<file path="src/hw/rtl/fzr_pkg.sv">
// Package for the zero-padded row FIR filter: sizes, register codes,
// the request record passed to the tap chain and the output rounding function.
// No dependencies.
`timescale 1ns / 1ps

package fzr_pkg;

    localparam int HALF_TAPS  = 5;
    localparam int TAP_COUNT  = 2 * HALF_TAPS + 1;
    localparam int COEF_WORDS = 3;
    localparam int SAMPLE_W   = 16;
    localparam int PROD_W     = 2 * SAMPLE_W;
    localparam int ACC_W      = PROD_W + 4;
    localparam int FRAC_BITS  = 15;
    localparam int SHIFT_W    = ACC_W + 1 - FRAC_BITS;
    localparam int WORD_W     = 64;
    localparam int ADDR_W     = 5;
    localparam int COUNT_W    = 3;

    localparam logic [1:0] REG_COEF_LOW  = 2'd0;
    localparam logic [1:0] REG_COEF_MID  = 2'd1;
    localparam logic [1:0] REG_COEF_HIGH = 2'd2;

    localparam logic [COUNT_W-1:0] HALF_CNT = COUNT_W'(HALF_TAPS);
    localparam logic [COUNT_W-1:0] FULL_CNT = COUNT_W'(HALF_TAPS + 1);

    typedef logic [COEF_WORDS-1:0][WORD_W-1:0] coef_words_t;

    typedef struct packed {
        logic                       valid;
        logic                       emit;
        logic                       last;
        logic signed [SAMPLE_W-1:0] sample;
    } issue_t;

    function automatic logic signed [SAMPLE_W-1:0] round_sat(
        input logic signed [ACC_W-1:0] acc
    );
        logic signed [ACC_W:0]     biased;
        logic signed [SHIFT_W-1:0] shifted;
        logic signed [SHIFT_W-1:0] hi_lim;
        logic signed [SHIFT_W-1:0] lo_lim;
        biased  = $signed({acc[ACC_W-1], acc}) + $signed((ACC_W + 1)'(1 << (FRAC_BITS - 1)));
        shifted = $signed(biased[ACC_W:FRAC_BITS]);
        hi_lim  = $signed(SHIFT_W'((1 << (SAMPLE_W - 1)) - 1));
        lo_lim  = -hi_lim - $signed(SHIFT_W'(1));
        if (shifted > hi_lim)
        begin
            return hi_lim[SAMPLE_W-1:0];
        end
        else if (shifted < lo_lim)
        begin
            return lo_lim[SAMPLE_W-1:0];
        end
        return shifted[SAMPLE_W-1:0];
    endfunction

endpackage

</file>
<file path="src/hw/rtl/fzr_if.sv">
// Stream interfaces for the input samples and the filtered results.
// Depends on fzr_pkg for the sample width.
`timescale 1ns / 1ps

interface fzr_in_if;
    logic                                valid;
    logic                                ready;
    logic signed [fzr_pkg::SAMPLE_W-1:0] sample;
    logic                                row_end;

    modport source (output valid, output sample, output row_end, input ready);
    modport sink (input valid, input sample, input row_end, output ready);
endinterface


</file>
<file path="src/hw/rtl/fzr_seq.sv">
// Request sequencer: takes samples, inserts the zero flush steps after a row
// end and marks which steps produce a result. Depends on fzr_pkg and fzr_if.
`timescale 1ns / 1ps

module fzr_seq (
    input  logic              clk,
    input  logic              rst_n,
    input  logic              advance,
    fzr_in_if.sink            in_ch,
    output fzr_pkg::issue_t   issue
);

    logic [fzr_pkg::COUNT_W-1:0] push_cnt_reg;
    logic [fzr_pkg::COUNT_W-1:0] push_cnt_next;
    logic [fzr_pkg::COUNT_W-1:0] flush_cnt_reg;
    logic [fzr_pkg::COUNT_W-1:0] flush_cnt_next;
    logic                        flushing;
    logic                        accept;

    assign flushing    = (flush_cnt_reg != '0);
    assign in_ch.ready = advance && !flushing;
    assign accept      = in_ch.valid && in_ch.ready;

    always_comb
    begin
        issue.valid  = accept || (flushing && advance);
        issue.sample = flushing ? '0 : in_ch.sample;
        issue.emit   = (push_cnt_reg >= fzr_pkg::HALF_CNT);
        issue.last   = flushing && (flush_cnt_reg == fzr_pkg::HALF_CNT);
    end

    always_comb
    begin
        push_cnt_next  = push_cnt_reg;
        flush_cnt_next = flush_cnt_reg;
        if (issue.valid)
        begin
            if (issue.last)
            begin
                push_cnt_next = '0;
            end
            else if (push_cnt_reg != fzr_pkg::FULL_CNT)
            begin
                push_cnt_next = push_cnt_reg + fzr_pkg::COUNT_W'(1);
            end
        end
        if (accept && in_ch.row_end)
        begin
            flush_cnt_next = fzr_pkg::COUNT_W'(1);
        end
        else if (flushing && advance)
        begin
            flush_cnt_next = issue.last ? '0 : flush_cnt_reg + fzr_pkg::COUNT_W'(1);
        end
    end

    always_ff @(posedge clk or negedge rst_n)
    begin
        if (!rst_n)
        begin
            push_cnt_reg  <= '0;
            flush_cnt_reg <= '0;
        end
        else
        begin
            push_cnt_reg  <= push_cnt_next;
            flush_cnt_reg <= flush_cnt_next;
        end
    end

`ifndef ASSERT_OFF
    a_no_take_in_flush: assert property (@(posedge clk) disable iff (!rst_n)
        in_ch.ready |-> (flush_cnt_reg == '0))
        else $error("input taken during flush");
    a_row_end_stops: assert property (@(posedge clk) disable iff (!rst_n)
        (accept && in_ch.row_end) |=> !in_ch.ready)
        else $error("row end did not start flush");
    a_last_emits: assert property (@(posedge clk) disable iff (!rst_n)
        issue.last |-> issue.emit)
        else $error("final flush step produces no result");
    a_last_clears: assert property (@(posedge clk) disable iff (!rst_n)
        (issue.valid && issue.last) |=> (push_cnt_reg == '0))
        else $error("row count not cleared after flush");
`endif

endmodule

</file>
<file path="src/flat_wrapper.sv">
// flat-port wrapper written by rule: the top's interface ports become plain ports
module fzr_seq_flat 
  (clk, rst_n, advance, issue, in_ch_valid, in_ch_sample, in_ch_row_end, in_ch_ready);
  fzr_in_if in_ch_i ();
  input  logic clk;
  input  logic rst_n;
  input  logic advance;
  output fzr_pkg::issue_t issue;
  input wire logic [$bits(in_ch_i.valid)-1:0] in_ch_valid;
  input wire logic [$bits(in_ch_i.sample)-1:0] in_ch_sample;
  input wire logic [$bits(in_ch_i.row_end)-1:0] in_ch_row_end;
  output wire logic [$bits(in_ch_i.ready)-1:0] in_ch_ready;
  assign in_ch_i.valid = in_ch_valid;
  assign in_ch_i.sample = in_ch_sample;
  assign in_ch_i.row_end = in_ch_row_end;
  assign in_ch_ready = in_ch_i.ready;
  fzr_seq u_core (.clk(clk), .rst_n(rst_n), .advance(advance), .in_ch(in_ch_i), .issue(issue));
endmodule
</file>
<file path="config.mk">
export PLATFORM = sky130hd
export DESIGN_NAME = fzr_seq_flat
export DESIGN_NICKNAME = d
export VERILOG_FILES = /design/src/hw/rtl/fzr_pkg.sv /design/src/hw/rtl/fzr_if.sv /design/src/hw/rtl/fzr_seq.sv /design/src/flat_wrapper.sv
export SDC_FILE = /design/constraint.sdc
export NUM_CORES = 1
export LEC_CHECK = 0
export BUFFER_PORTS_ARGS = -buffer_cell sky130_fd_sc_hd__buf_4
export CAP_MARGIN = 10
export CORE_MARGIN = 10
export CORE_UTILIZATION = 30
export DETAILED_ROUTE_END_ITERATION = 7
export MAX_ROUTING_LAYER = met4
export SLEW_MARGIN = 20
export SYNTH_ARGS = -nofsm -noshare
export SYNTH_HDL_FRONTEND = slang
export SYNTH_SLANG_ARGS = --single-unit
</file>
<file path="constraint.sdc">
create_clock -name clk -period 2.1 [get_ports clk]
set_input_delay 0.42 -clock clk [delete_from_list [all_inputs] [get_ports clk]]
set_output_delay 0.42 -clock clk [all_outputs]
set_load 0.01 [all_outputs]
</file>
# --- After elaboration in Yosys (flattened, before gate mapping) ---
# Cells that the tools add are included.
word_totals:
  in_bits: 21
  word_cells: 24
  reg_bits: 6
  out_inout_bits: 20
op_classes:
  n_addsub: 2
  n_lt_le_gt_ge: 1
  n_reduce_logical: 11
  eq_ne: 2
  n_mux: 6
op_table:
  columns: ["op", "count"]
  rows:
  - ["16-bit 2-to-1 mux", 1]
  - ["3-bit 2-to-1 mux", 5]
  - ["3-bit by 1-bit adder with 3-bit output (second input constant)", 2]
  - ["1-bit logical AND", 5]
  - ["2-bit nonzero test", 2]
  - ["3-bit equality test (second input constant)", 1]
  - ["3-bit >= comparator (second input constant)", 1]
  - ["3-bit != test (second input constant)", 1]
  - ["3-bit nonzero test", 1]
  - ["2-bit AND reduction", 1]
  - ["1-bit zero test", 1]
  - ["1-bit logical OR", 1]

# --- Longest topological paths before layout ---
logic_depth:
  word_depth: 6
  mapped_depth: 6
  depth_no_buf: 6

# --- Worst setup path before layout ---
# OpenSTA, ideal clock, no wires.
synth_path:
  path_type: "reg2out"
  start: "register u_core.flush_cnt_reg[0] (netlist name)"
  end: "output issue[0] (netlist name)"
  t_arrival_ns: 1.386
  slack_ns: 0.294
  path_stages_with_launch: 6
  path_buffers: 1
  required_ns: 1.680
  cell_sequence: "dfrtp_1 > inv_1 > ha_1 > nor2b_1 > clkbuf_1 > and2_1"
synth_rtl:
  columns: ["element", "line", "rtl"]
  rows:
  - ["from (decl)", "fzr_seq.sv:15", "logic [fzr_pkg::COUNT_W-1:0] flush_cnt_reg;"]
  - ["from (signal assigned)", "fzr_seq.sv:67", "flush_cnt_reg <= flush_cnt_next;"]
  - ["to (decl)", "flat_wrapper.sv:8", "output fzr_pkg::issue_t issue;"]

==> run metrics <==
count leader, synth=and2_1; simple-gate share of the synthesized area=0.326; max incr delay on CP=0.41 ns; leading area contributor after synthesis=dfrtp_1; htree depth=1; post-layout min period=2.04 ns; Sequential Area=around 150 sq um; Sink Count=6; delay-heaviest family, CP=simple AND/OR/NAND/NOR gates; Synth Cell Area=~540 sq um; wire per inst=14.4 um; top-area cell type share of the netlist area=0.277; clock power share=0.097; Pint=about 0.64 mW; core area=~0.0017 sq mm; Worst Setup End Kind=output port; register area share after synthesis=0.277; die area=about 0.0039 sq mm; xor/xnor share of the synthesized area=0; Async S/R FF share, synth=1.00; worst IR drop on VDD=617 uV; Site Rows=15; TritonCTS clock tree=yes; pwr dens=~1200 mW/mm^2; initial antenna violation count=0; placed wire-length estimate=~1.7 mm; Crit Path Class=register to output port; compound-gate portion of the synthesized area=0.210; number of CTS-inserted buffers=3; syn_nets=91; P&R area growth vs syn=71.6%; # DRC=0; post-route ant nets=0; Die H=between 60 and 70 um; Util after Layout=0.538; Slew HR=0.853; adder-cell share of the synthesized area=0.139; final setup fails=0; P_sw=~0.46 mW; Overflow after GRT=0; Initial Utilization=0.314; leak pwr=slightly below 0.5 nW; Synth area leaders=dfrtp_1, and2_1, ha_1; Tcrit/Tclk final=0.971; Setup crit start=u_core.flush_cnt_reg[0]; first-pass GRT wire length=between 3 and 4 mm; crit-path cells=inv_2 -> ha_4 -> or3b_4 -> and2_4 -> buf_4; drt pass-1 iters=4; Worst Setup EP=issue[18]; layout cells sized above 1=0.450; RSZ-0062 raised after global routing=no; Worst-Skew Late Latency=roughly 0.24 ns; # diodes=0; largest family of logic cells by synthesized area=simple AND/OR/NAND/NOR gates; Worst R2R Start=u_core.flush_cnt_reg[0]; total negative setup slack=0 ns; fmax=0.490 GHz; Die X=between 60 and 70 um; Placer Congestion=approximately 0.86; Cell Area, Placed=a little under 900 sq um; nets@finish=around 140; Commonest cells post-synth=and2_1, dfrtp_1, ha_1, inv_1; Post-synth EDFFs=0; crit path launch type=register; Max-Cap Viols=0; port bufs=40; root buffer cell=clkbuf_4; Multi-input gate area=around 380 sq um; critical path depth in cells=5; Slew @ Worst Pin=roughly 0.22 ns; via count=between 600 and 700; sw frac=0.421; final hold violation count=0; Crit Path Max Fanout=4; post-synthesis instance total=64; R2R cell count=5; synth unique cells=24; power share of the combinational group=0.687; Clock Path Buffers=2; Via density=about 4.5; largest net degree at the start of global routing=19; 1st-iter DRT viols=13; R2R setup slack=0.51 ns; Final Instance Area=roughly 930 sq um; Slowest-stage cell, CP=dfrtp_1; average size of a mapped cell=approximately 8.5 sq um; WP data required=around 1.7 ns; vias in the first global route=~650; critical path arrival=around 1.6 ns; Global Route Usage Sum=0.103; FF+latch count, synth=6; status=finished, final reports clean; top_reg_cell synth=dfrtp_1; worst reg2reg endpoint=u_core.push_cnt_reg[1]; yosys warns=0; Post-Route WL=between 1.5 and 2 mm; I/O pin count=41; multiplexer share of the synthesized area=0; Fill cells=around 170; Buf/Inv on CP=2; Clock Pin Slew Worst Setup and Hold Paths=about 0.04 ns; sequential power share=0.215; clock skew=about 0.003 ns; total power=approximately 1.1 mW; Slew Limit Fails=0; Tightest Hold Check Type=input port to register
==> cell type report <==
cell class,count,area share
Multi-Input combinational cell,51,0.406
Timing Repair Buffer,43,0.350
Sequential cell,6,0.162
Tap cell,25,0.0336
Clock buffer,3,0.0242
Inverter,6,0.0242
==> metrics by stage <==
step | cells | setup WS, ns | hold slack (ns)
6_report | 134 | 0.0607 | 0.396
5_1_grt | 134 | 0.000441 | 0.412
4_1_cts | 133 | 0.0112 | 0.399
3_5_place_dp | 129 | 0.235 | 0.230
3_3_place_gp | 129 | 0.273 | 0.230
2_1_floorplan | 64 | 0.294 | 0.124
==> power groups by stage <==
stage | clock network (mW) | logic, mW | registers, mW
floorplan | 0 | 0.425 | 0.219
global placement | 0 | 0.722 | 0.235
detailed placement | 0 | 0.728 | 0.236
CTS | 0.108 | 0.736 | 0.237
global route | 0.114 | 0.850 | 0.244
finish | 0.107 | 0.754 | 0.236
==> logic make-up (layout without fill, tap and decap cells) <==
family / after synthesis / count (layout)
AOI/OAI and AO/OA: 16 / 16
adders and majority gates: 6 / 6
buffers and inverters: 7 / 52
DFF: 6 / 6
and+or+nand+nor: 29 / 29
==> worst min path at each step <==
stage | cells after the start | slack (ns) | start | end
after CTS | 2 | 0.40 | in_ch_row_end | u_core.flush_cnt_reg[1]
after global routing | 2 | 0.41 | in_ch_row_end | u_core.flush_cnt_reg[1]
final | 2 | 0.40 | in_ch_row_end | u_core.flush_cnt_reg[1]
after floorplan | 0 | 0.12 | rst_n | u_core.flush_cnt_reg[0]
after global placement | 1 | 0.23 | rst_n | u_core.push_cnt_reg[0]
after detailed placement | 1 | 0.23 | rst_n | u_core.push_cnt_reg[1]
==> metal layers <==
metal | track usage | up-vias | wire length [um]
met5 | - | - | 0
met1 | 0.0858 | 281 | 643
li1 | - | 316 | -
met2 | 0.205 | 5 | 1210
met3 | 0.0125 | 4 | 17
met4 | 0.0670 | 0 | 50
==> worst register-to-register path, cell delays in order, from the launching register on <==
cell	delay (ns)
dfrtp_1	0.41
inv_2	0.10
ha_4	0.15
or3b_4	0.39
and2_4	0.19
a211o_1	0.24
==> cells in the final DEF (no fill, tap or decap), drive strengths merged <==
cell / n
a32o: 1
dfrtp: 6
nor3: 1
a211oi: 3
or3b: 1
a21oi: 2
o31a: 1
a211o: 1
a31oi: 1
nor3b: 1
o21ai: 3
nand2: 3
and3: 1
nor2b: 2
and2: 17
dlygate4sd3: 1
clkbuf: 3
a22o: 1
nor2: 2
buf: 42
inv: 6
nand2b: 1
ha: 6
o211ai: 2
a32oi: 1
==> timing repair <==
item,4_1_cts,5_1_grt
resized for setup,2,1
setup endpoints to repair,1,1
endpoints found under the hold margin,6,0
hold buffers,1,0
setup buffers,0,1
(Power assumes the default switching activity.)
