### config.mk
export PLATFORM = sky130hd
export DESIGN_NAME = fzr_cfg_regs
export DESIGN_NICKNAME = d
export VERILOG_FILES = /design/src/hw/rtl/fzr_pkg.sv /design/src/hw/rtl/fzr_cfg_regs.sv
export SDC_FILE = /design/constraint.sdc
export NUM_CORES = 1
export LEC_CHECK = 0
export BUFFER_PORTS_ARGS = -buffer_cell sky130_fd_sc_hd__clkbuf_2
export CAP_MARGIN = 30
export CORE_MARGIN = 2
export CORE_UTILIZATION = 40
export DETAILED_ROUTE_END_ITERATION = 8
export GPL_ROUTABILITY_DRIVEN = 0
export GPL_TIMING_DRIVEN = 0
export HOLD_SLACK_MARGIN = 0.03
export PLACE_DENSITY = 0.7
export SYNTH_ARGS = -nofsm -noshare
export SYNTH_HDL_FRONTEND = slang
export SYNTH_SLANG_ARGS = --single-unit
### constraint.sdc
create_clock -name clk -period 1.64 [get_ports clk]
set_clock_uncertainty 0.2 [all_clocks]
set_input_delay 0.328 -clock clk [delete_from_list [all_inputs] [get_ports clk]]
set_output_delay 0.328 -clock clk [all_outputs]
set_load 0.01 [all_outputs]
### src/hw/rtl/fzr_pkg.sv
// Package for the zero-padded row FIR filter: sizes, register codes,
// the request record passed to the tap chain and the output rounding function.
// No dependencies.
`timescale 1ns / 1ps

package fzr_pkg;

    localparam int HALF_TAPS  = 5;
    localparam int TAP_COUNT  = 2 * HALF_TAPS + 1;
    localparam int COEF_WORDS = 3;
    localparam int SAMPLE_W   = 16;
    localparam int PROD_W     = 2 * SAMPLE_W;
    localparam int ACC_W      = PROD_W + 4;
    localparam int FRAC_BITS  = 15;
    localparam int SHIFT_W    = ACC_W + 1 - FRAC_BITS;
    localparam int WORD_W     = 64;
    localparam int ADDR_W     = 5;
    localparam int COUNT_W    = 3;

    localparam logic [1:0] REG_COEF_LOW  = 2'd0;
    localparam logic [1:0] REG_COEF_MID  = 2'd1;
    localparam logic [1:0] REG_COEF_HIGH = 2'd2;

    localparam logic [COUNT_W-1:0] HALF_CNT = COUNT_W'(HALF_TAPS);
    localparam logic [COUNT_W-1:0] FULL_CNT = COUNT_W'(HALF_TAPS + 1);

    typedef logic [COEF_WORDS-1:0][WORD_W-1:0] coef_words_t;

    typedef struct packed {
        logic                       valid;
        logic                       emit;
        logic                       last;
        logic signed [SAMPLE_W-1:0] sample;
    } issue_t;

    function automatic logic signed [SAMPLE_W-1:0] round_sat(
        input logic signed [ACC_W-1:0] acc
    );
        logic signed [ACC_W:0]     biased;
        logic signed [SHIFT_W-1:0] shifted;
        logic signed [SHIFT_W-1:0] hi_lim;
        logic signed [SHIFT_W-1:0] lo_lim;
        biased  = $signed({acc[ACC_W-1], acc}) + $signed((ACC_W + 1)'(1 << (FRAC_BITS - 1)));
        shifted = $signed(biased[ACC_W:FRAC_BITS]);
        hi_lim  = $signed(SHIFT_W'((1 << (SAMPLE_W - 1)) - 1));
        lo_lim  = -hi_lim - $signed(SHIFT_W'(1));
        if (shifted > hi_lim)
        begin
            return hi_lim[SAMPLE_W-1:0];
        end
        else if (shifted < lo_lim)
        begin
            return lo_lim[SAMPLE_W-1:0];
        end
        return shifted[SAMPLE_W-1:0];
    endfunction

endpackage

### src/hw/rtl/fzr_cfg_regs.sv
// APB register file holding the three packed coefficient words.
// Depends on fzr_pkg.
`timescale 1ns / 1ps

module fzr_cfg_regs (
    input  logic                         clk,
    input  logic                         rst_n,
    input  logic                         psel,
    input  logic                         penable,
    input  logic                         pwrite,
    input  logic [fzr_pkg::ADDR_W-1:0]   paddr,
    input  logic [fzr_pkg::WORD_W-1:0]   pwdata,
    output logic [fzr_pkg::WORD_W-1:0]   prdata,
    output logic                         pready,
    output fzr_pkg::coef_words_t         coef_words
);

    fzr_pkg::coef_words_t coef_reg;
    fzr_pkg::coef_words_t coef_next;
    logic [1:0]           reg_sel;

    assign reg_sel    = paddr[fzr_pkg::ADDR_W-1:3];
    assign pready     = 1'b1;
    assign coef_words = coef_reg;

    always_comb
    begin
        coef_next = coef_reg;
        if (psel && penable && pwrite)
        begin
            unique case (reg_sel)
                fzr_pkg::REG_COEF_LOW:  coef_next[0] = pwdata;
                fzr_pkg::REG_COEF_MID:  coef_next[1] = pwdata;
                fzr_pkg::REG_COEF_HIGH: coef_next[2] = pwdata;
                default:                coef_next = coef_reg;
            endcase
        end
    end

    always_comb
    begin
        unique case (reg_sel)
            fzr_pkg::REG_COEF_LOW:  prdata = coef_reg[0];
            fzr_pkg::REG_COEF_MID:  prdata = coef_reg[1];
            fzr_pkg::REG_COEF_HIGH: prdata = coef_reg[2];
            default:                prdata = '0;
        endcase
    end

    always_ff @(posedge clk or negedge rst_n)
    begin
        if (!rst_n)
        begin
            coef_reg <= '0;
        end
        else
        begin
            coef_reg <= coef_next;
        end
    end

endmodule

# ---- Word level (Yosys, flattened, before mapping)
# Cells that the tools add are included.
dict set report classes {
  eq_ne 2
  n_mux 1
  n_reduce_logical 6
}
# cell count
set ops {}
lappend ops {{$pmux W64 S3} 1}
lappend ops {{$reduce_and A2 Y1} 3}
lappend ops {{$eq A2 B1 Y1 const B} 1}
lappend ops {{$eq A2 B2 Y1 const B} 1}
lappend ops {{$logic_and A1 B1 Y1} 2}
lappend ops {{$logic_not A2 Y1} 1}
dict set report word_totals {
  ff_bits 192
  input_bits 74
  output_inout_bits 257
  wordCells 12
}

# ---- Depth between registers and ports, before layout
# Gate-level depths: netlist of run 1.
dict set report depth {
  word_depth 3
  depth_mapped 6
  ltp_nobuf 3
}

# ---- Worst setup path after synthesis of run 1
# No wires, ideal clock.
dict set report synth_timing {
  path_kind {input-to-output}
  from {input paddr[4] in the netlist's numbering}
  to {output prdata[10] in the netlist's numbering}
  t_arrival_ps 1247
  required_time_ps 1112
  slack_ps -135
  cell_stages 6
  cell_sequence {buf_2 -> nor2b_1 -> buf_2 -> buf_1 -> nand2_1 -> o21ai_0}
}
dict set report synth_between {
  elab_chain_len 2
}
# element line_no
set synth_rtl {}
lappend synth_rtl {{start: declaration} fzr_cfg_regs.sv:11} ;# input logic [fzr_pkg::ADDR_W-1:0] paddr,
lappend synth_rtl {{$eq A2 B2 Y1, or another cell as far along} fzr_cfg_regs.sv:42} ;# unique case (reg_sel)
lappend synth_rtl {{$pmux W64 S3 *} fzr_cfg_regs.sv:42}
lappend synth_rtl {{end: declaration} fzr_cfg_regs.sv:13} ;# output logic [fzr_pkg::WORD_W-1:0] prdata,
# Mark *: on every way between the ends. The rest lies on a longest branch, timed or not.

# ---- Final worst setup path of run 1
dict set report layout_timing {
  from {input paddr[4] in the netlist's numbering}
  to {output prdata[30] in the netlist's numbering}
}
# The elaborated chain is that of the path after synthesis.

==> out/metrics.cfg, run 1 <==
[status]
status=finished, violations left
violations=hold timing, setup timing

[worst_setup_path]
cp-start-kind=input port
cp.arrival_ns=1.37
cpMostUsedCell=clkbuf_16
end_kind=output pin
required_ns=1.11
path_cells=clkbuf_16, buf_8, nor2b_4, buf_12, clkbuf_16, nand2_1, o21ai_1, buf_2
cp_slowest_cell=nor2b_4
path_delay_family=buffers and inverters
cp_max_fo=10
cp_num_cells=8
worst-path-buf-inv=5
slowest_delay_ns=0.18
r2r_cells=2
crit_type=in2out

[clocking]
cts_buffers=17
cts-root-buf=clkbuf_16
htree_num_levels=4
cts_buffer_depth=2
cts_tree=yes
insertion_delay_ns=0.42
cts_hold_buf=64
cts_sinks=192
clk_pin_slew_worst_paths_ns=0.08

[sta]
fmax_ghz=0.528
rsz0062_at_grt=true
setup_viol=64
relSlewSlack_pct=48.1
period_share_pct=116
slew_viol_final=0
tightest_slew_ns=0.779
setup_ws_ns=-0.254
holdWs_ns=-0.250
hold_violations=94
final.min_clock_period_ns=1.89

[detailed_routing]
drcViolationCount=0
wl_um=24800
via_count=6744
first_pass_iters=4
antenna_left=0
first_iter_violations=188
post_drt_via_cell_ratio=5.02
post_drt_wl_per_cell_um=18.5

[die]
die_height_um=151
die_w_um=151
floorplan.initialDensity_pct=40.9
io_pins=331
coreArea_mm2=0.0211
rows=53
fp.dieArea_mm2=0.0228

[placement]
dp_hpwl_um=16900
portBuffers=326
place_ws_ns=-0.614
placed_area_mm2=0.0107

[synth]
syn_nets=698
ys_ff_latch=192
synthCells=624
avgSynthCellArea_um2=13.8
ys_warn_count=0
synth_area_mm2=0.00863
synthDistinctLibCells=18
synth_seq_area_share_pct=55.6

[final_layout]
layout_common_cells=clkbuf_2, dfrtp_1, mux2_2
insertedDiodeCount=0
final_nets=1129
final_util_pct=60.1
drive_above_1_share_pct=60.6
syn2layout_area_growth_pct=46.8
design_area_mm2=0.0127
layout_commonest_cell=clkbuf_2
largest_reg_flops=192

[run]
maxCapViolCount=0

[min_path]
hold_class=in2async

[global_routing]
antenna_found_initial=0
grt_max_degree=99
grt_usage_pct=21.3
grt_pass1_vias=6776
grt_first_pass_wirelength_um=37000
overflow=0

[power]
powerDensity_mw_per_mm2=1240
leakage_uw=0.00651
vdd.ir_drop.worst_v=0.000745

metal layers:
layer / vias up / global-route usage [%] / wire length, um
met3: 17 / 6.05 / 1580
li1: 3074 / - / -
met5: - / 0 / 0
met4: 0 / 4.81 / 246
met2: 223 / 38.0 / 12800
met1: 3430 / 25.5 / 10300
timing repair:
action | in CTS | in global routing
endpoints found under the hold margin | 286 | 94
buffers inserted | 11 | 4
setup endpoints to repair | 124 | 69
cloned | 5 | 1
resized for setup | 90 | 106
pin swaps | 20 | 7
kinds of logic after synthesis:
family	share of synthesized area, %
multiplexers	34.6
flip-flops	55.6
other	0.0434
AO/OA/AOI/OAI	3.71
AND/OR/NAND/NOR	3.22
buffers and inverters	2.75
final timing paths:
check / startpoint / end / slack, ns
worst max-delay path: paddr[4] / prdata[30] / -0.25
worst min-delay path: rst_n / coef_words[187] / -0.25
worst max register to register: coef_words[64] / coef_words[64] / 0.53
worst min register to register: coef_words[120] / coef_words[120] / 0.33
max in group asynchronous: rst_n / coef_words[15] / 0.54
min in group clk: coef_words[120] / coef_words[120] / 0.33
stage by stage:
| step | TNS (ns) | total power, uW | std cells |
|---|---|---|---|
| floorplan | -2.60 | 9050 | 624 |
| global placement | -795.32 | 11100 | 1225 |
| detailed placement | -111.38 | 11300 | 1226 |
| CTS | -13.62 | 15700 | 1338 |
| global route | -16.45 | 16500 | 1343 |
| finish | -12.94 | 15700 | 1343 |
power breakdown:
part           internal (uW)  total [uW]  switching [uW]
Combinational           2530        4720            2200
Sequential              5840        6890            1050
Clock                   2090        4070            1970
Total                  10500       15700            5210
area by class of cell:
| type | instances | area (um^2) |
|---|---|---|
| timing repair buffer | 412 | 2650 |
| clock inverter | 12 | 115 |
| sequential | 192 | 4800 |
| buffer | 42 | 477 |
| fill | 1721 | 8410 |
| tap | 275 | 344 |
| multi-input combinational | 390 | 3830 |
| clock buffer | 20 | 457 |
cells in the mapped netlist, drive strengths merged:
master / number / area (um^2)
conb: 1 / 3.75
nor3: 1 / 10.0
nor3b: 1 / 7.51
nor2b: 1 / 6.26
dfrtp: 192 / 4800
mux2: 192 / 2350
clkbuf: 8 / 30.0
o21ai: 64 / 320
mux2i: 64 / 641
or3b: 1 / 8.76
buf: 34 / 208
nand3: 1 / 5.00
nand2: 64 / 240
worst reg2reg max path, delay by kind of cell (launching register included):
family	cells	cell delay, ns
buffers and inverters	1	0.15
muxes	1	0.26
DFF	1	0.39
No activity file was read; power rests on OpenSTA's default activity.
==> inputs of run 2 (changes only) <==
- CORE_MARGIN: 2 -> not set
==> run 2 against run 1 <==
- the run still ends with hold timing, setup timing left
- sequential power about the same
- power is 1.4% higher
- global-route usage increased by 1.3 points
- combinational power barely moved
- die area shrank 2.6%
- sequential share of layout area shrank 0.24 points
- non-clock buffer count fell by 5
- final cell count decreased by 0.37%
- critical path type unchanged
- largest cell class unchanged
- largest power group unchanged
==> out/metrics.cfg, run 2 (synthesized netlist as in run 1, its figures left out) <==
[status]
status=finished, violations left
violations=hold timing, setup timing

[sta]
tightest_slew_ns=0.799
rsz0062_at_grt=true
holdWs_ns=-0.263
hold_violations=94
final.min_clock_period_ns=1.91
slew_viol_final=0
setup_ws_ns=-0.275
relSlewSlack_pct=46.8
fmax_ghz=0.522
period_share_pct=117
setup_viol=64

[worst_setup_path]
slowest_delay_ns=0.22
required_ns=1.11
r2r_cells=1
rr_endpoint=coef_words[160]
end_kind=output pin
crit_type=in2out
r2r_slack_ns=0.59
path_cells=clkbuf_16, buf_8, nor2b_4, clkbuf_16, buf_12, nand2_2, o21ai_1, buf_2
cp_max_fo=6
cp-start-kind=input port
cpMostUsedCell=clkbuf_16
cp_slowest_cell=nor2b_4
cp.arrival_ns=1.39
reg2reg_from=coef_words[160]

[global_routing]
grt_max_degree=99
antenna_found_initial=0
overflow=0
grt_pass1_vias=6703
grt_first_pass_wirelength_um=38000
grt_usage_pct=22.6

[die]
floorplan.initialDensity_pct=40.9
io_pins=331
rows=53
die_height_um=149
fp.dieArea_mm2=0.0222
coreArea_mm2=0.0211
die_w_um=149

[clocking]
clk_pin_slew_worst_paths_ns=0.08
cts-root-buf=clkbuf_16
insertion_delay_ns=0.42
cts_sinks=192
cts_tree=yes
cts_buffer_depth=2
cts_hold_buf=64
htree_num_levels=4
cts_buffers=17

[final_layout]
largest_reg_flops=192
drive_above_1_share_pct=63.6
layout_commonest_cell=clkbuf_2
final_nets=1124
insertedDiodeCount=0
layout_common_cells=clkbuf_2, dfrtp_1, mux2_2
fin_cells=1338
syn2layout_area_growth_pct=47.7

[power]
leakage_uw=0.00654
powerDensity_mw_per_mm2=1250
vdd.ir_drop.worst_v=0.000667

[detailed_routing]
wl_um=25100
first_pass_iters=4
antenna_left=0
post_drt_via_cell_ratio=5.02
drcViolationCount=0
post_drt_wl_per_cell_um=18.8
via_count=6711
first_iter_violations=180

[min_path]
hold_class=in2async

[placement]
portBuffers=326
placed_cells=1226
dp_hpwl_um=16600
place_ws_ns=-0.659

[run]
maxCapViolCount=0

==> run 2: through the flow <==
stage	setup TNS (ns)	util, %	power, uW	cell area [um^2]	hold WS, ns
2_1_floorplan	-2.60	-	9050	8720	-0.168
5_1_grt	-19.06	60.5	16700	12800	-0.208
6_report	-15.00	60.5	15900	12800	-0.263
4_1_cts	-14.66	59.5	15800	12500	-0.218
3_3_place_gp	-794.65	50.7	11100	10700	0.297
3_5_place_dp	-106.13	50.9	11200	10700	0.251
==> run 2: final cells by class <==
| type | instances | area (um^2) |
|---|---|---|
| Clock buffer | 20 | 467 |
| Fill cell | 1682 | 8330 |
| Buffer | 42 | 480 |
| Multi-Input combinational cell | 390 | 3910 |
| Timing Repair Buffer | 407 | 2620 |
| Sequential cell | 192 | 4800 |
| Clock inverter | 12 | 138 |
| Tap cell | 275 | 344 |
==> run 2: how the worst max path moves through the flow <==
stage                           end  slack, ns  startpoint
global route             prdata[63]      -0.33    paddr[4]
detailed placement       prdata[28]      -0.66    paddr[4]
finish                   prdata[52]      -0.27    paddr[4]
global placement    coef_words[104]      -3.63       rst_n
CTS                       prdata[4]      -0.28    paddr[4]
floorplan           coef_words[117]      -0.04      pwrite
==> run 2: report_power, final <==
part / switching (uW) / internal [uW] / leakage (uW) / total [uW]
Clock: 1980 / 2290 / 0.000297 / 4270
Sequential: 1040 / 5840 / 0.00235 / 6880
Combinational: 2240 / 2510 / 0.00389 / 4750
Total: 5250 / 10600 / 0.00654 / 15900
==> run 2: repair_timing <==
| action | in CTS | in global routing |
|---|---|---|
| pin swaps | 25 | 10 |
| gates cloned | 6 | 3 |
| buffers inserted | 10 | 0 |
| hold endpoints to repair | 286 | 94 |
| endpoints found under the setup margin | 124 | 64 |
| resized for setup | 98 | 122 |
==> run 2: critical path: cells and delay by family <==
family,cells,cell delay [ns]
buffers and inverters,5,0.70
AOI/OAI and AO/OA,1,0.09
and+or+nand+nor,2,0.27
==> run 2: routing by layer <==
layer | wire [um] | track usage [%] | vias up
met3 | 1130 | 5.32 | 27
li1 | - | - | 3085
met4 | 376 | 6.22 | 0
met2 | 12700 | 39.1 | 200
met5 | 0 | 0 | -
met1 | 10900 | 28.0 | 3399
==> inputs of run 3 (changes only) <==
- RECOVER_POWER: not set -> 50
==> run 3 against run 2 <==
- the run still ends with hold timing, setup timing left
- final area decreased by 0.25%
- combinational power about the same
- via count increased by 0.27%
- non-clock buffer count unchanged
- sequential cell count unchanged
- die area unchanged
- global-route usage unchanged
- highest routed layer unchanged
==> out/metrics.cfg, run 3 (synthesized netlist as in run 1, its figures left out) <==
[final_layout]
layout_common_cells=clkbuf_2, dfrtp_1, mux2_2
drive_above_1_share_pct=63.4
syn2layout_area_growth_pct=47.4
insertedDiodeCount=0
fin_cells=1338
layout_commonest_cell=clkbuf_2
seq_area_mm2=0.00480
multi_input_area_mm2=0.00390
final_nets=1124
largest_reg_flops=192
fillers=1689

[status]
status=finished, violations left
violations=hold timing, setup timing

[power]
leakage_uw=0.00654
powerDensity_mw_per_mm2=1250
vdd.ir_drop.worst_v=0.000668

[sta]
relSlewSlack_pct=9.79
setup_viol=244
timing.setup.tns_ns=-30.49
rsz0062_at_grt=true
fmax_ghz=0.521
tightest_slew_ns=1.35
holdWs_ns=-0.0118
final.min_clock_period_ns=1.92
hold_violations=2
setup_ws_ns=-0.279
period_share_pct=117
slew_viol_final=0

[clocking]
htree_num_levels=4
insertion_delay_ns=0.42
cts_tree=yes
cts-root-buf=clkbuf_16
clk_pin_slew_worst_paths_ns=0.08
cts_buffers=17
cts_sinks=192
cts_hold_buf=64
cts_buffer_depth=2

[detailed_routing]
post_drt_via_cell_ratio=5.03
first_iter_violations=185
post_drt_wl_per_cell_um=18.8
first_pass_iters=4
drcViolationCount=0
wl_um=25200
via_count=6729
antenna_left=0

[die]
io_pins=331
coreArea_mm2=0.0211
fp.dieArea_mm2=0.0222
rows=53
die_w_um=149
die_height_um=149
floorplan.initialDensity_pct=40.9

[worst_setup_path]
required_ns=1.11
end_kind=output pin
cp_max_fo=6
reg2reg_from=coef_words[160]
crit_type=in2out
cp-start-kind=input port
critPathLaunch=paddr[4]
cp.arrival_ns=1.39

[global_routing]
grt_pass1_vias=6703
grt_usage_pct=22.6
grt_max_degree=99
grt_first_pass_wirelength_um=38000
antenna_found_initial=0
overflow=0

[placement]
dp_hpwl_um=16600
placed_cells=1226
portBuffers=326

[run]
maxCapViolCount=0

[min_path]
hold_class=in2async

==> run 3: where the power goes <==
part           internal [uW]  switching (uW)  total [uW]
Combinational           2510            2230        4740
Clock                   2290            1980        4280
Sequential              5840            1040        6880
Total                  10600            5260       15900
==> run 3: path summary, 6_finish.rpt <==
kind                                   end  depth (start not counted)  slack (ns)
max                             prdata[52]                          8       -0.28
min                        coef_words[184]                          1       -0.01
max reg2reg                coef_words[160]                          1        0.59
min reg2reg                 coef_words[42]                          1        0.32
max in group asynchronous   coef_words[35]                          2        0.13
min in group clk            coef_words[42]                          1        0.32
==> run 3: worst max-delay path, cell delays in order <==
cell and delay [ns]:
clkbuf_16 0.11, buf_8 0.10, nor2b_4 0.22, clkbuf_16 0.20, buf_12 0.13, nand2_2 0.05, o21ai_1 0.09, buf_2 0.16
==> run 3: through the flow <==
step	power [uW]	utilization, %	setup WS, ns	instance area [um^2]
global placement	11100	50.7	-3.63	10700
floorplan	9050	-	-0.0450	8720
finish	15900	60.3	-0.279	12700
global route	16700	60.3	-0.327	12700
CTS	15800	59.5	-0.282	12500
detailed placement	11200	50.9	-0.659	10700
==> run 3: cell type report <==
type	count	area share (%)
sequential	192	37.8
timing repair buffer	407	20.4
tap	275	2.70
buffer	42	3.73
clock inverter	12	1.08
clock buffer	20	3.67
multi-input combinational	390	30.6
==> run 3: per-layer routing <==
layer  wire [um]  global-route usage (%)  vias up
li1            -                       -     3081
met4         379                    6.22        0
met1       10900                    28.0     3416
met5           0                       0        -
met2       12700                    39.1      203
met3        1160                    5.32       29
==> run 3: timing repair <==
action                                  CTS  global route
pin swaps                                25            10
cloned                                    6             3
buffers inserted                         10             0
endpoints found under the setup margin  124            64
endpoints found under the hold margin   286            94
gates resized for setup                  98           122
