$ cat src/hw/rtl/fzr_pkg.sv
// Package for the zero-padded row FIR filter: sizes, register codes,
// the request record passed to the tap chain and the output rounding function.
// No dependencies.
`timescale 1ns / 1ps

package fzr_pkg;

    localparam int HALF_TAPS  = 5;
    localparam int TAP_COUNT  = 2 * HALF_TAPS + 1;
    localparam int COEF_WORDS = 3;
    localparam int SAMPLE_W   = 16;
    localparam int PROD_W     = 2 * SAMPLE_W;
    localparam int ACC_W      = PROD_W + 4;
    localparam int FRAC_BITS  = 15;
    localparam int SHIFT_W    = ACC_W + 1 - FRAC_BITS;
    localparam int WORD_W     = 64;
    localparam int ADDR_W     = 5;
    localparam int COUNT_W    = 3;

    localparam logic [1:0] REG_COEF_LOW  = 2'd0;
    localparam logic [1:0] REG_COEF_MID  = 2'd1;
    localparam logic [1:0] REG_COEF_HIGH = 2'd2;

    localparam logic [COUNT_W-1:0] HALF_CNT = COUNT_W'(HALF_TAPS);
    localparam logic [COUNT_W-1:0] FULL_CNT = COUNT_W'(HALF_TAPS + 1);

    typedef logic [COEF_WORDS-1:0][WORD_W-1:0] coef_words_t;

    typedef struct packed {
        logic                       valid;
        logic                       emit;
        logic                       last;
        logic signed [SAMPLE_W-1:0] sample;
    } issue_t;

    function automatic logic signed [SAMPLE_W-1:0] round_sat(
        input logic signed [ACC_W-1:0] acc
    );
        logic signed [ACC_W:0]     biased;
        logic signed [SHIFT_W-1:0] shifted;
        logic signed [SHIFT_W-1:0] hi_lim;
        logic signed [SHIFT_W-1:0] lo_lim;
        biased  = $signed({acc[ACC_W-1], acc}) + $signed((ACC_W + 1)'(1 << (FRAC_BITS - 1)));
        shifted = $signed(biased[ACC_W:FRAC_BITS]);
        hi_lim  = $signed(SHIFT_W'((1 << (SAMPLE_W - 1)) - 1));
        lo_lim  = -hi_lim - $signed(SHIFT_W'(1));
        if (shifted > hi_lim)
        begin
            return hi_lim[SAMPLE_W-1:0];
        end
        else if (shifted < lo_lim)
        begin
            return lo_lim[SAMPLE_W-1:0];
        end
        return shifted[SAMPLE_W-1:0];
    endfunction

endpackage

$ cat src/hw/rtl/fzr_tap_cell.sv
// One cell of the transposed FIR chain: a product register and a partial sum
// register that adds the neighbor's partial sum. Depends on fzr_pkg.
`timescale 1ns / 1ps

module fzr_tap_cell (
    input  logic                               clk,
    input  logic                               rst_n,
    input  logic signed [fzr_pkg::SAMPLE_W-1:0] coef,
    input  logic signed [fzr_pkg::SAMPLE_W-1:0] sample,
    input  logic                               load_prod,
    input  logic                               load_sum,
    input  logic                               clear,
    input  logic signed [fzr_pkg::ACC_W-1:0]    sum_in,
    output logic signed [fzr_pkg::ACC_W-1:0]    sum_out
);

    logic signed [fzr_pkg::PROD_W-1:0] prod_reg;
    logic signed [fzr_pkg::PROD_W-1:0] prod_next;
    logic signed [fzr_pkg::ACC_W-1:0]  sum_reg;
    logic signed [fzr_pkg::ACC_W-1:0]  sum_next;

    assign sum_out = sum_reg;

    always_comb
    begin
        prod_next = load_prod ? fzr_pkg::PROD_W'(coef) * fzr_pkg::PROD_W'(sample) : prod_reg;
        sum_next  = sum_reg;
        if (load_sum)
        begin
            if (clear)
            begin
                sum_next = '0;
            end
            else
            begin
                sum_next = sum_in
                         + {{(fzr_pkg::ACC_W - fzr_pkg::PROD_W){prod_reg[fzr_pkg::PROD_W-1]}},
                            prod_reg};
            end
        end
    end

    always_ff @(posedge clk)
    begin
        prod_reg <= prod_next;
    end

    always_ff @(posedge clk or negedge rst_n)
    begin
        if (!rst_n)
        begin
            sum_reg <= '0;
        end
        else
        begin
            sum_reg <= sum_next;
        end
    end

endmodule

$ cat config.mk
export PLATFORM = sky130hd
export DESIGN_NAME = fzr_tap_cell
export DESIGN_NICKNAME = d
export VERILOG_FILES = /design/src/hw/rtl/fzr_pkg.sv /design/src/hw/rtl/fzr_tap_cell.sv
export SDC_FILE = /design/constraint.sdc
export NUM_CORES = 1
export LEC_CHECK = 0
export ABC_AREA = 1
export BUFFER_PORTS_ARGS = -buffer_cell sky130_fd_sc_hd__clkbuf_2
export CORE_MARGIN = 1
export CORE_UTILIZATION = 60
export DETAILED_ROUTE_END_ITERATION = 10
export GPL_ROUTABILITY_DRIVEN = 0
export PLACE_DENSITY = 0.81
export SLEW_MARGIN = 20
export SYNTH_ARGS = -nofsm -noshare
export SYNTH_HDL_FRONTEND = slang
export SYNTH_SLANG_ARGS = --single-unit
export TNS_END_PERCENT = 5
$ cat constraint.sdc
create_clock -name clk -period 2.2 [get_ports clk]
set_input_delay 0.22 -clock clk [delete_from_list [all_inputs] [get_ports clk]]
set_output_delay 0.22 -clock clk [all_outputs]
set_load 0.01 [all_outputs]
# [Word level (Yosys, flattened, before mapping)]
# Index checks and enable logic that the tools add are counted.
[word_totals] register_bits=68 latchBits=0 mem_bits_rw=0 rom_bits=0 inputBits=73 out_inout_bits=36 elab_cells=5 mem_count=0
[classes] addsub=1 n_mul=1 n_div=0 n_lt_le_gt_ge=0 eq_ne=0 shift=0 mux=1 n_bitwise=0 reduce_logical=0
[ops] operator="36-bit adder" count=1
[ops] operator="36-bit 2-to-1 mux" count=1
[ops] operator="16-bit by 16-bit multiplier with 32-bit output" count=1

# [Depth between registers and ports, before layout]
# Gate-level depths: netlist of run 1.
[depth] depth_word=2 mapped_depth=28 mapped_depth_nobuf=26

# [Least setup slack after synthesis of run 1]
# OpenSTA, ideal clock, no wires.
[synth_timing] path_kind="input -> register" from="input sample[6] (netlist bit)" to="register prod_reg[31] (netlist bit) (data pin)" setup_ns=0.252 arrival_ns=5.169 required_time_ns=1.948 slack_ns=-3.222 path_stages=21 n_path_buf=2 cell_sequence="clkbuf_1 -> clkbuf_1 -> nand2_1 -> fa_1 -> inv_1 -> fa_1 -> inv_1 -> fa_1 -> fa_1 -> fa_1 -> fa_1 -> inv_1 -> ha_1 -> a21oi_1 -> o21ai_0 -> a21oi_1 -> o21ai_0 -> nor2_1 -> nand2_1 -> nand3_1 -> nand2_1"
[synth_via] elab_chain_len=1
[synth_rtl] element="from (decl)" line="fzr_tap_cell.sv:9" rtl="input logic signed [fzr_pkg::SAMPLE_W-1:0] sample,"
[synth_rtl] element="16-bit by 16-bit multiplier with 32-bit output" line="fzr_tap_cell.sv:26" rtl="prod_next = load_prod ? fzr_pkg::PROD_W'(coef) * fzr_pkg::PROD_W'(sample) : prod_reg;"
[synth_rtl] element="to (signal assigned)" line="fzr_tap_cell.sv:45" rtl="prod_reg <= prod_next;"
[synth_rtl] element="to (decl)" line="fzr_tap_cell.sv:17" rtl="logic signed [fzr_pkg::PROD_W-1:0] prod_reg;"
# No other way between the ends.
# A chain may end at the register's enable or synchronous reset.

# [Worst setup path after layout of run 1]
[layout_timing] from="input sample[15] (netlist bit)" to="register prod_reg[22] (netlist bit) (data pin)"
# The elaborated chain is that of the path after synthesis.

==> key figures, run 1 <==
Synthesis
  • Area contributors post-synth: fa_1 (34%), nand2_1 (15%), inv_1 (14%)
  • Avg Inst Size Synth: 7.363 um^2
  • Yosys warns: 0
  • Top cell type's share of synthesized area: 0.3399
  • Dominant synthesized flop cell: dfrtp_1
  • Syn Inst Count: 2104
  • Synth Cell Area: 15490 um^2
  • Synth cell types: 38
  • Biggest area consumer among synthesized cells: fa_1
  • Syn_nets: 2557
  • Sequential share of the synthesized area: 0.1202
  • Synthesis-stage register bit count: 68
  • Post-synth EDFFs: 32
  • Post-synth ARST share: 0.5294

Timing
  • Maximum clock rate: 195.6 MHz
  • Fin. Hold Viols: 36
  • Clock Skew: 0.006429 ns
  • Final cycle utilization of the critical path: 2.323
  • Fin worst setup slack: -2.912 ns
  • Min Hold Slack: -0.01642 ns
  • Fin crit period: 5.112 ns
  • Relative slew slack: 0.4164
  • Actual slew at the worst max-slew pin: 0.8755 ns
  • Final setup vio count: 28
  • Max Slew Vio Count: 0
  • RSZ-0062 raised after global routing: yes

Worst setup path
  • Cell family with most CP delay: adder cells
  • Setup crit start kind: input pin
  • CP required: 2.30 ns
  • Crit-path cells: clkbuf_2, clkinvlp_4, buf_4, or2_2, fa_1, fa_1, inv_1, fa_1, fa_2, fa_1, inv_1, fa_1, inv_1, ha_4, nand2_1, nor2_2, inv_1, nor3_2, nand2_1, nand2_2, nand2_1, nand2_2, xor2_2
  • Max incr delay on CP: 0.52 ns
  • Crit path DAT: 5.21 ns
  • Most frequent cell on the critical path: fa_1
  • Bufs and invs on worst path: 7
  • Max FO, Critical Path: 4
  • WS Path Type: in -> reg
  • Crit end category: flop
  • Slowest stage cell on the critical path: fa_1

Routing
  • # DRC: 0
  • Drt pass-1 iters: 7
  • Post-route ant nets: 0
  • Initial DRC count: 1412
  • Routed vias: 14.64k
  • DR vias/cell: 5.481
  • WL per Instance: 16.96 um
  • Final WL: 45280 um

Clock network
  • Hold_buf cts: 0
  • # clock sinks: 68
  • Max clock buf depth: 2
  • Clock Latency Late Sink: 0.35 ns
  • CTS Buf Count: 9
  • CTS H-tree depth: 3
  • TritonCTS clock tree: yes
  • Clock Pin Slew Worst Setup and Hold Paths: 0.06 ns
  • Clk root buf: clkbuf_16

Global routing
  • First-pass GRT wire length: 72570 um
  • Largest net degree at the start of global routing: 38
  • GRT overflow: 0
  • Initial antenna violation count: 0
  • Vias in the first global route: 15.72k
  • Global Route Usage Sum: 0.3516

Layout
  • N_diodes: 0
  • Area Growth Syn to Fin: 22.07%
  • Nets: 2788
  • Flip-flop count of the largest register after layout: 36
  • Layout cells sized above 1: 0.2038

Floorplanning
  • Io pins: 109
  • Initial Utilization: 0.6134
  • Die Y: 162.7 um
  • Die width: 162.7 um
  • Die ar.: 26460 um^2
  • # rows: 58
  • Core ar.: 25250 um^2

Flow run
  • Max_cap viols: 0

Status
  • Failing checks: negative hold slack, negative setup slack
  • Status: finished with violations

Placement
  • Post-DP HPWL: 35480 um
  • I/O Buffers: 108

Worst hold path
  • Worst hold path class: in -> async
[cells by family (layout without fill, tap and decap cells)]
logic type | after synthesis | count (layout) | share of synthesized area
buffers and inverters | 627 | 863 | 0.1520
XOR/XNOR | 32 | 32 | 0.01809
flip-flops | 68 | 68 | 0.1202
AND/OR/NAND/NOR | 857 | 857 | 0.2249
AO/OA/AOI/OAI | 140 | 140 | 0.05048
adder cells (fa/ha/maj) | 380 | 380 | 0.4344
[routing by layer]
layer	wire [um]	vias up	track usage
li1	-	6614	-
met1	15730	6921	0.3975
met2	22390	840	0.6201
met3	3979	260	0.05093
met4	3180	0	0.2268
met5	0	-	0
[worst register-to-register path: stages, from the launching register on]
cell and delay [ns]:
edfxtp_1 0.37, ha_1 0.37, nand2_1 0.14, nand3_1 0.24, nand2_1 0.13, nand3_1 0.17
nand2_1 0.12, nand2_1 0.10, o21ai_0 0.27, nand2_1 0.09
[final timing paths]
kind	from	to	slack, ns	cells after the start
setup / recovery	sample[15]	prod_reg[22]	-2.91	23
hold / removal	rst_n	sum_out[12]	-0.02	1
setup reg to reg	prod_reg[2]	sum_out[11]	0.07	9
hold reg to reg	sum_out[29]	sum_out[29]	0.48	2
max in group asynchronous	rst_n	sum_out[34]	1.67	1
min in group clk	clear	sum_out[4]	0.07	2
[cell usage in the layout (no fill, tap or decap), drive strengths merged]
cell type / instances
nand2: 628
inv: 565
fa: 263
buf: 179
ha: 117
nor2: 115
clkbuf: 114
a21oi: 68
nand3: 64
o21ai: 44
dfrtp: 36
edfxtp: 32
xor2: 24
nand4: 16
nor3: 13
o21bai: 12
nand3b: 9
xnor2: 8
or2: 7
a21o: 6
o21a: 3
clkinv: 3
a31oi: 2
and3: 2
a22o: 2
clkinvlp: 1
o31a: 1
a32o: 1
o31ai: 1
and2: 1
nor4: 1
nor3b: 1
bufinv: 1
[metrics by stage]
stage	instance area (um^2)	TNS, ns	setup slack, ns	utilization	std cells
6_report	18910	-67.51	-2.912	0.7488	2670
2_1_floorplan	15810	-69.06	-2.819	-	2104
5_1_grt	18910	-72.11	-3.063	0.7488	2670
3_5_place_dp	17650	-81.31	-3.320	0.6990	2641
3_3_place_gp	17650	-78.88	-3.281	0.6990	2641
4_1_cts	18670	-65.50	-2.752	0.7392	2669
[repair_timing]
item	CTS	global route
buffers inserted	12	1
endpoints found under the setup margin	31	34
pin swaps	26	12
resized for setup	129	64
[cell usage after synthesis (9+ instances only)]
cell type,instances
nand2_1,623
inv_1,559
fa_1,263
ha_1,117
nor2_1,108
a21oi_1,66
nand3_1,63
clkbuf_1,60
dfrtp_1,36
o21ai_0,35
edfxtp_1,32
xor2_1,24
nand4_1,16
o21bai_1,12
nand3b_1,9
o21ai_1,9
[cell type report]
class / instances / area, um^2
Fill cell: 1670 / 6345
Inverter: 565 / 2125
Clock inverter: 5 / 58.81
Tap cell: 330 / 412.9
Sequential cell: 68 / 1862
Clock buffer: 11 / 254.0
Multi-Input combinational cell: 1409 / 12100
Timing Repair Buffer: 282 / 2101
Power of run 1 is left out: the tool's default activity adds up to more than one toggle a clock period on the data nets, which glitch-free logic cannot reach.
==> run 2: changes to the inputs <==
- ABC_AREA: 1 -> unset
- CORE_MARGIN: 1 -> 5
- GPL_TIMING_DRIVEN: unset -> 0
- PLACE_DENSITY: 0.81 -> 0.82
==> run 2 against run 1 <==
Compared with the run above:
- final area is 11% lower
- register-to-register slack got worse by 0.63 ns
- count of clock-buffer cells in the layout rose by 2
- clock skew is 0.0018 ns higher
- the flow finishes with violations (negative setup slack)
- sequential share of layout area up 1.2 points
- sequential cell count did not move
==> key figures, run 2 <==
Synthesis
  • Post-synth EDFFs: 32
  • Count leader, synth: inv_1
  • Avg Inst Size Synth: 9.429 um^2
  • Biggest area consumer among synthesized cells: fa_1
  • Yosys warns: 0
  • Post-synth top cells: inv_1 (323), fa_1 (263), nand2_1 (159)
  • Syn Inst Count: 1491
  • Top cell type's share of synthesized area: 0.3745
  • Area contributors post-synth: fa_1 (37%), ha_1 (10%), inv_1 (8.6%)
  • Post-synth ARST share: 0.5294
  • Syn_nets: 1944
  • Sequential share of the synthesized area: 0.1324
  • Dominant synthesized flop cell: dfrtp_1
  • Synth cell types: 76
  • Synthesis-stage register bit count: 68
  • Synth Cell Area: 14060 um^2

Layout
  • Area Growth Syn to Fin: 20.36%
  • Most frequent cells in the layout: inv_1 (312), fa_1 (247), nand2_1 (152), and2_1 (118), ha_1 (84)
  • Commonest non-fill, non-tap cell in the layout: inv_1
  • Fin util: 0.7274
  • Flip-flop count of the largest register after layout: 36
  • Layout cells sized above 1: 0.2039
  • Nets: 2101
  • Finished Layout Cells: 1973

Timing
  • Fin crit period: 5.524 ns
  • RSZ-0062 raised after global routing: yes
  • Fin worst setup slack: -3.324 ns
  • Final setup vio count: 50
  • Actual slew at the worst max-slew pin: 0.8715 ns
  • TNS Setup: -74.92 ns
  • Maximum clock rate: 181.0 MHz
  • Clock Skew: 0.008189 ns
  • Fin. Hold Viols: 0
  • Relative slew slack: 0.4190
  • Final cycle utilization of the critical path: 2.511
  • Max Slew Vio Count: 0

Worst setup path
  • Crit path DAT: 5.60 ns
  • RR Startpoint: prod_reg[0]
  • Setup crit start: coef[15]
  • Crit end category: flop
  • Setup crit start kind: input pin
  • CP required: 2.27 ns
  • WS Path Type: in -> reg
  • Max FO, Critical Path: 8

Routing
  • DR vias/cell: 5.659
  • Initial DRC count: 962
  • Final WL: 37220 um
  • # DRC: 0
  • Post-route ant nets: 0
  • Drt pass-1 iters: 5
  • WL per Instance: 18.87 um
  • Routed vias: 11.17k

Placement
  • I/O Buffers: 108
  • Post-DP HPWL: 29090 um
  • Post-Place Cells: 1918

Global routing
  • GRT overflow: 0
  • Vias in the first global route: 11.78k
  • Initial antenna violation count: 1
  • Global Route Usage Sum: 0.2832
  • First-pass GRT wire length: 59400 um
  • Largest net degree at the start of global routing: 37

Floorplanning
  • Core ar.: 23260 um^2
  • # rows: 56
  • Die width: 163.1 um
  • Die ar.: 26590 um^2
  • Initial Utilization: 0.6043
  • Io pins: 109
  • Die Y: 163.1 um

Clock network
  • CTS Buf Count: 9
  • Clock Pin Slew Worst Setup and Hold Paths: 0.05 ns
  • TritonCTS clock tree: yes
  • Clk root buf: clkbuf_16
  • # clock sinks: 68
  • Max clock buf depth: 2
  • CTS H-tree depth: 3
  • Hold_buf cts: 0
  • Clock Latency Late Sink: 0.33 ns

Flow run
  • Max_cap viols: 0

Status
  • Failing checks: negative setup slack
  • Status: finished with violations

Worst hold path
  • Worst hold path class: in -> async
run 2: cell count changes after synthesis, sizes merged, moves of 15 or more:
cell    previous run  this run
inv              565       323
a21oi             68        53
a21o               6        24
nand2            628       159
nand3             64        17
nor2             115        36
clkbuf            60        41
xnor2              8        39
and2               1       127
run 2: repair_timing:
action / CTS / global route
gates resized for setup: 193 / 42
setup buffers: 29 / 3
cloned: 6 / 0
pin swaps: 69 / 22
setup endpoints to repair: 55 / 54
run 2: worst max-delay path, cell delays in order:
cell,delay [ns]
clkbuf_8,0.13
clkbuf_8,0.17
nand2_4,0.08
inv_4,0.04
fa_2,0.48
buf_12,0.16
fa_1,0.51
inv_1,0.06
fa_1,0.55
inv_1,0.07
fa_1,0.45
fa_1,0.49
inv_1,0.05
fa_1,0.47
inv_1,0.06
ha_4,0.27
and2_4,0.16
nand2_2,0.07
o41ai_4,0.44
a31oi_2,0.17
o21ai_2,0.22
and4_1,0.23
nor3_2,0.04
run 2: logic make-up after synthesis:
group / count (synthesis) / share of synthesized area
simple gates: 409 / 0.1470
fa+ha+maj: 380 / 0.4786
buf+inv: 368 / 0.09941
compound gates: 207 / 0.1055
flops: 68 / 0.1324
xor+xnor: 56 / 0.03489
mux: 3 / 0.002136
run 2: cell type report:
cell class	count	area, um^2
Antenna cell	1	2.502
Buffer	44	591.8
Clock buffer	13	250.2
Clock inverter	3	12.51
Fill cell	1571	6341
Inverter	324	1219
Multi-Input combinational cell	1055	11510
Sequential cell	68	1862
Tap cell	319	399.1
Timing Repair Buffer	146	1075
run 2: final timing paths:
check / end / slack [ns] / cells after the start
max: prod_reg[31] / -3.32 / 23
min: sum_out[7] / 0.0009 / 1
max reg2reg: sum_out[34] / -0.56 / 10
min reg2reg: sum_out[18] / 0.48 / 2
max in group asynchronous: sum_out[24] / 1.66 / 1
min in group clk: sum_out[0] / 0.20 / 2
run 2: per-stage QoR:
stage / setup slack (ns) / hold WS [ns] / area, um^2
floorplan: -3.135 / -0.07559 / 14340
global placement: -3.912 / 0.3622 / 15270
detailed placement: -4.037 / 0.3655 / 15270
CTS: -3.223 / 0.01647 / 16750
global route: -3.483 / 0.09061 / 16920
finish: -3.324 / 0.0009273 / 16920
run 2: routing by layer:
layer,up-vias,GRT usage,part of all wire
met5,-,0,0.00054
met4,2,0.1201,0.047
met3,145,0.05097,0.088
met2,597,0.4681,0.47
met1,5397,0.3705,0.40
li1,5024,-,-
Power of run 2 is left out for the same reason.
==> run 3: changes to the inputs <==
- RECOVER_POWER: unset -> 100
==> run 3 against run 2 <==
Compared with the run above:
- the flow finishes with violations (max-capacitance violations, max-slew violations, negative setup slack)
- routed wire length decreased by 0.19%
- critical path depth decreased by 1
- clock skew decreased by 0.0017 ns
- register-to-register slack got worse by 0.15 ns
- first-iteration DRC count increased by 1.1%
- global-route usage unchanged
- setup slack got worse by 0.0015 ns
- critical endpoint unchanged
- largest cell class unchanged
==> key figures, run 3 (same netlist as run 2, synthesis figures left out) <==
Routing
  • Initial DRC count: 973
  • Routed vias: 11.09k
  • Post-route ant nets: 0
  • Final WL: 37150 um
  • DR vias/cell: 5.622
  • # DRC: 0
  • WL per Instance: 18.84 um
  • Drt pass-1 iters: 5

Global routing
  • Vias in the first global route: 11.78k
  • GRT overflow: 0
  • First-pass GRT wire length: 59400 um
  • Global Route Usage Sum: 0.2832
  • Largest net degree at the start of global routing: 37
  • Initial antenna violation count: 1

Worst setup path
  • Setup crit start kind: input pin
  • Setup crit start: sample[5]
  • Crit path DAT: 5.60 ns
  • Reg2reg setup slack: -0.71 ns
  • Crit-path cells: clkbuf_16, clkbuf_8, buf_4, and2_1, fa_1, fa_1, inv_1, fa_1, inv_1, fa_1, fa_1, inv_1, fa_1, inv_1, ha_4, and2_4, nand2_2, o41ai_4, a31oi_2, o21ai_2, and4_1, nor3_2
  • FF-to-FF path depth: 10
  • RR Startpoint: prod_reg[0]
  • CP required: 2.27 ns
  • Crit end category: flop
  • Stages on the worst setup path: 22
  • Cell family with most CP delay: adder cells
  • Reg-to-reg critical path endpoint: sum_out[34]
  • Most frequent cell on the critical path: fa_1
  • WS Path Type: in -> reg
  • Max incr delay on CP: 0.56 ns
  • Max FO, Critical Path: 8
  • Critical path endpoint: prod_reg[31]
  • Bufs and invs on worst path: 7
  • Slowest stage cell on the critical path: fa_1

Timing
  • Fin. Hold Viols: 0
  • Fin crit period: 5.525 ns
  • TNS Setup: -79.04 ns
  • Max Slew Vio Count: 70
  • Final setup vio count: 55
  • Fin worst setup slack: -3.325 ns
  • Maximum clock rate: 181.0 MHz
  • Relative slew slack: -0.2575
  • Final cycle utilization of the critical path: 2.511
  • Min Hold Slack: 0.1996 ns
  • Actual slew at the worst max-slew pin: 1.886 ns
  • Clock Skew: 0.006515 ns
  • RSZ-0062 raised after global routing: yes

Placement
  • Post-DP HPWL: 29090 um
  • Worst slack at placement: -4.037 ns
  • I/O Buffers: 108

Layout
  • Fin util: 0.7239
  • Area Growth Syn to Fin: 19.78%
  • Commonest non-fill, non-tap cell in the layout: inv_1
  • Fillcell total: 1610
  • N_diodes: 0
  • Most frequent cells in the layout: inv_1 (312), fa_1 (248), nand2_1 (152), and2_1 (116), ha_1 (86)
  • Nets: 2101
  • Flip-flop count of the largest register after layout: 36
  • Layout cells sized above 1: 0.1766

Flow run
  • Max_cap viols: 2

Floorplanning
  • Core ar.: 23260 um^2
  • Initial Utilization: 0.6043
  • Die width: 163.1 um
  • # rows: 56
  • Die Y: 163.1 um
  • Io pins: 109
  • Die ar.: 26590 um^2

Clock network
  • Clock Pin Slew Worst Setup and Hold Paths: 0.05 ns
  • # clock sinks: 68
  • Clk root buf: clkbuf_16
  • CTS Buf Count: 9
  • Clock Latency Late Sink: 0.33 ns
  • CTS H-tree depth: 3
  • TritonCTS clock tree: yes
  • Max clock buf depth: 2
  • Hold_buf cts: 0

Status
  • Failing checks: max-capacitance violations, max-slew violations, negative setup slack
  • Status: finished with violations

Worst hold path
  • Worst Hold Launch: load_sum
  • Worst hold path class: in -> reg
## run 3: repair_timing
action	in CTS	in global routing
setup endpoints to repair	55	54
gates cloned	6	0
buffers inserted	29	3
pin swaps	69	22
gates resized for setup	193	42
## run 3: worst reg2reg max path, cell delays in order, from the launching register on
cell,delay [ns]
edfxtp_1,0.36
ha_1,0.24
fa_1,0.43
a21oi_1,0.23
o211ai_1,0.22
a41oi_2,0.31
nand3_2,0.16
a21oi_4,0.23
o21ai_2,0.11
o21a_1,0.19
a311o_1,0.31
## run 3: area by class of cell
| type | count | area, um^2 | share of cell area |
|---|---|---|---|
| Buffer | 44 | 591.8 | 0.03514 |
| Clock inverter | 3 | 12.51 | 0.0007430 |
| Clock buffer | 13 | 250.2 | 0.01486 |
| Inverter | 324 | 1219 | 0.07237 |
| Sequential cell | 68 | 1862 | 0.1106 |
| Timing Repair Buffer | 146 | 1026 | 0.06093 |
| Multi-Input combinational cell | 1055 | 11480 | 0.6817 |
| Tap cell | 319 | 399.1 | 0.02370 |
## run 3: per-stage QoR
| step | area (um^2) | cells |
|---|---|---|
| global route | 16840 | 1972 |
| global placement | 15270 | 1918 |
| detailed placement | 15270 | 1918 |
| CTS | 16750 | 1969 |
| finish | 16840 | 1972 |
| floorplan | 14340 | 1491 |
## run 3: worst min-delay path by stage
stage | to | cells past startpoint
6_report | sum_out[0] | 2
5_1_grt | sum_out[1] | 2
4_1_cts | sum_out[4] | 1
3_5_place_dp | sum_out[0] | 1
3_3_place_gp | sum_out[0] | 1
2_1_floorplan | sum_out[0] | 0
## run 3: layer usage
metal | GRT usage | up-vias | share of wire
li1 | - | 5017 | -
met1 | 0.3705 | 5359 | 0.40
met2 | 0.4681 | 574 | 0.47
met3 | 0.05097 | 134 | 0.086
met4 | 0.1201 | 2 | 0.046
met5 | 0 | - | 0.00054
Power of run 3 is left out for the same reason.
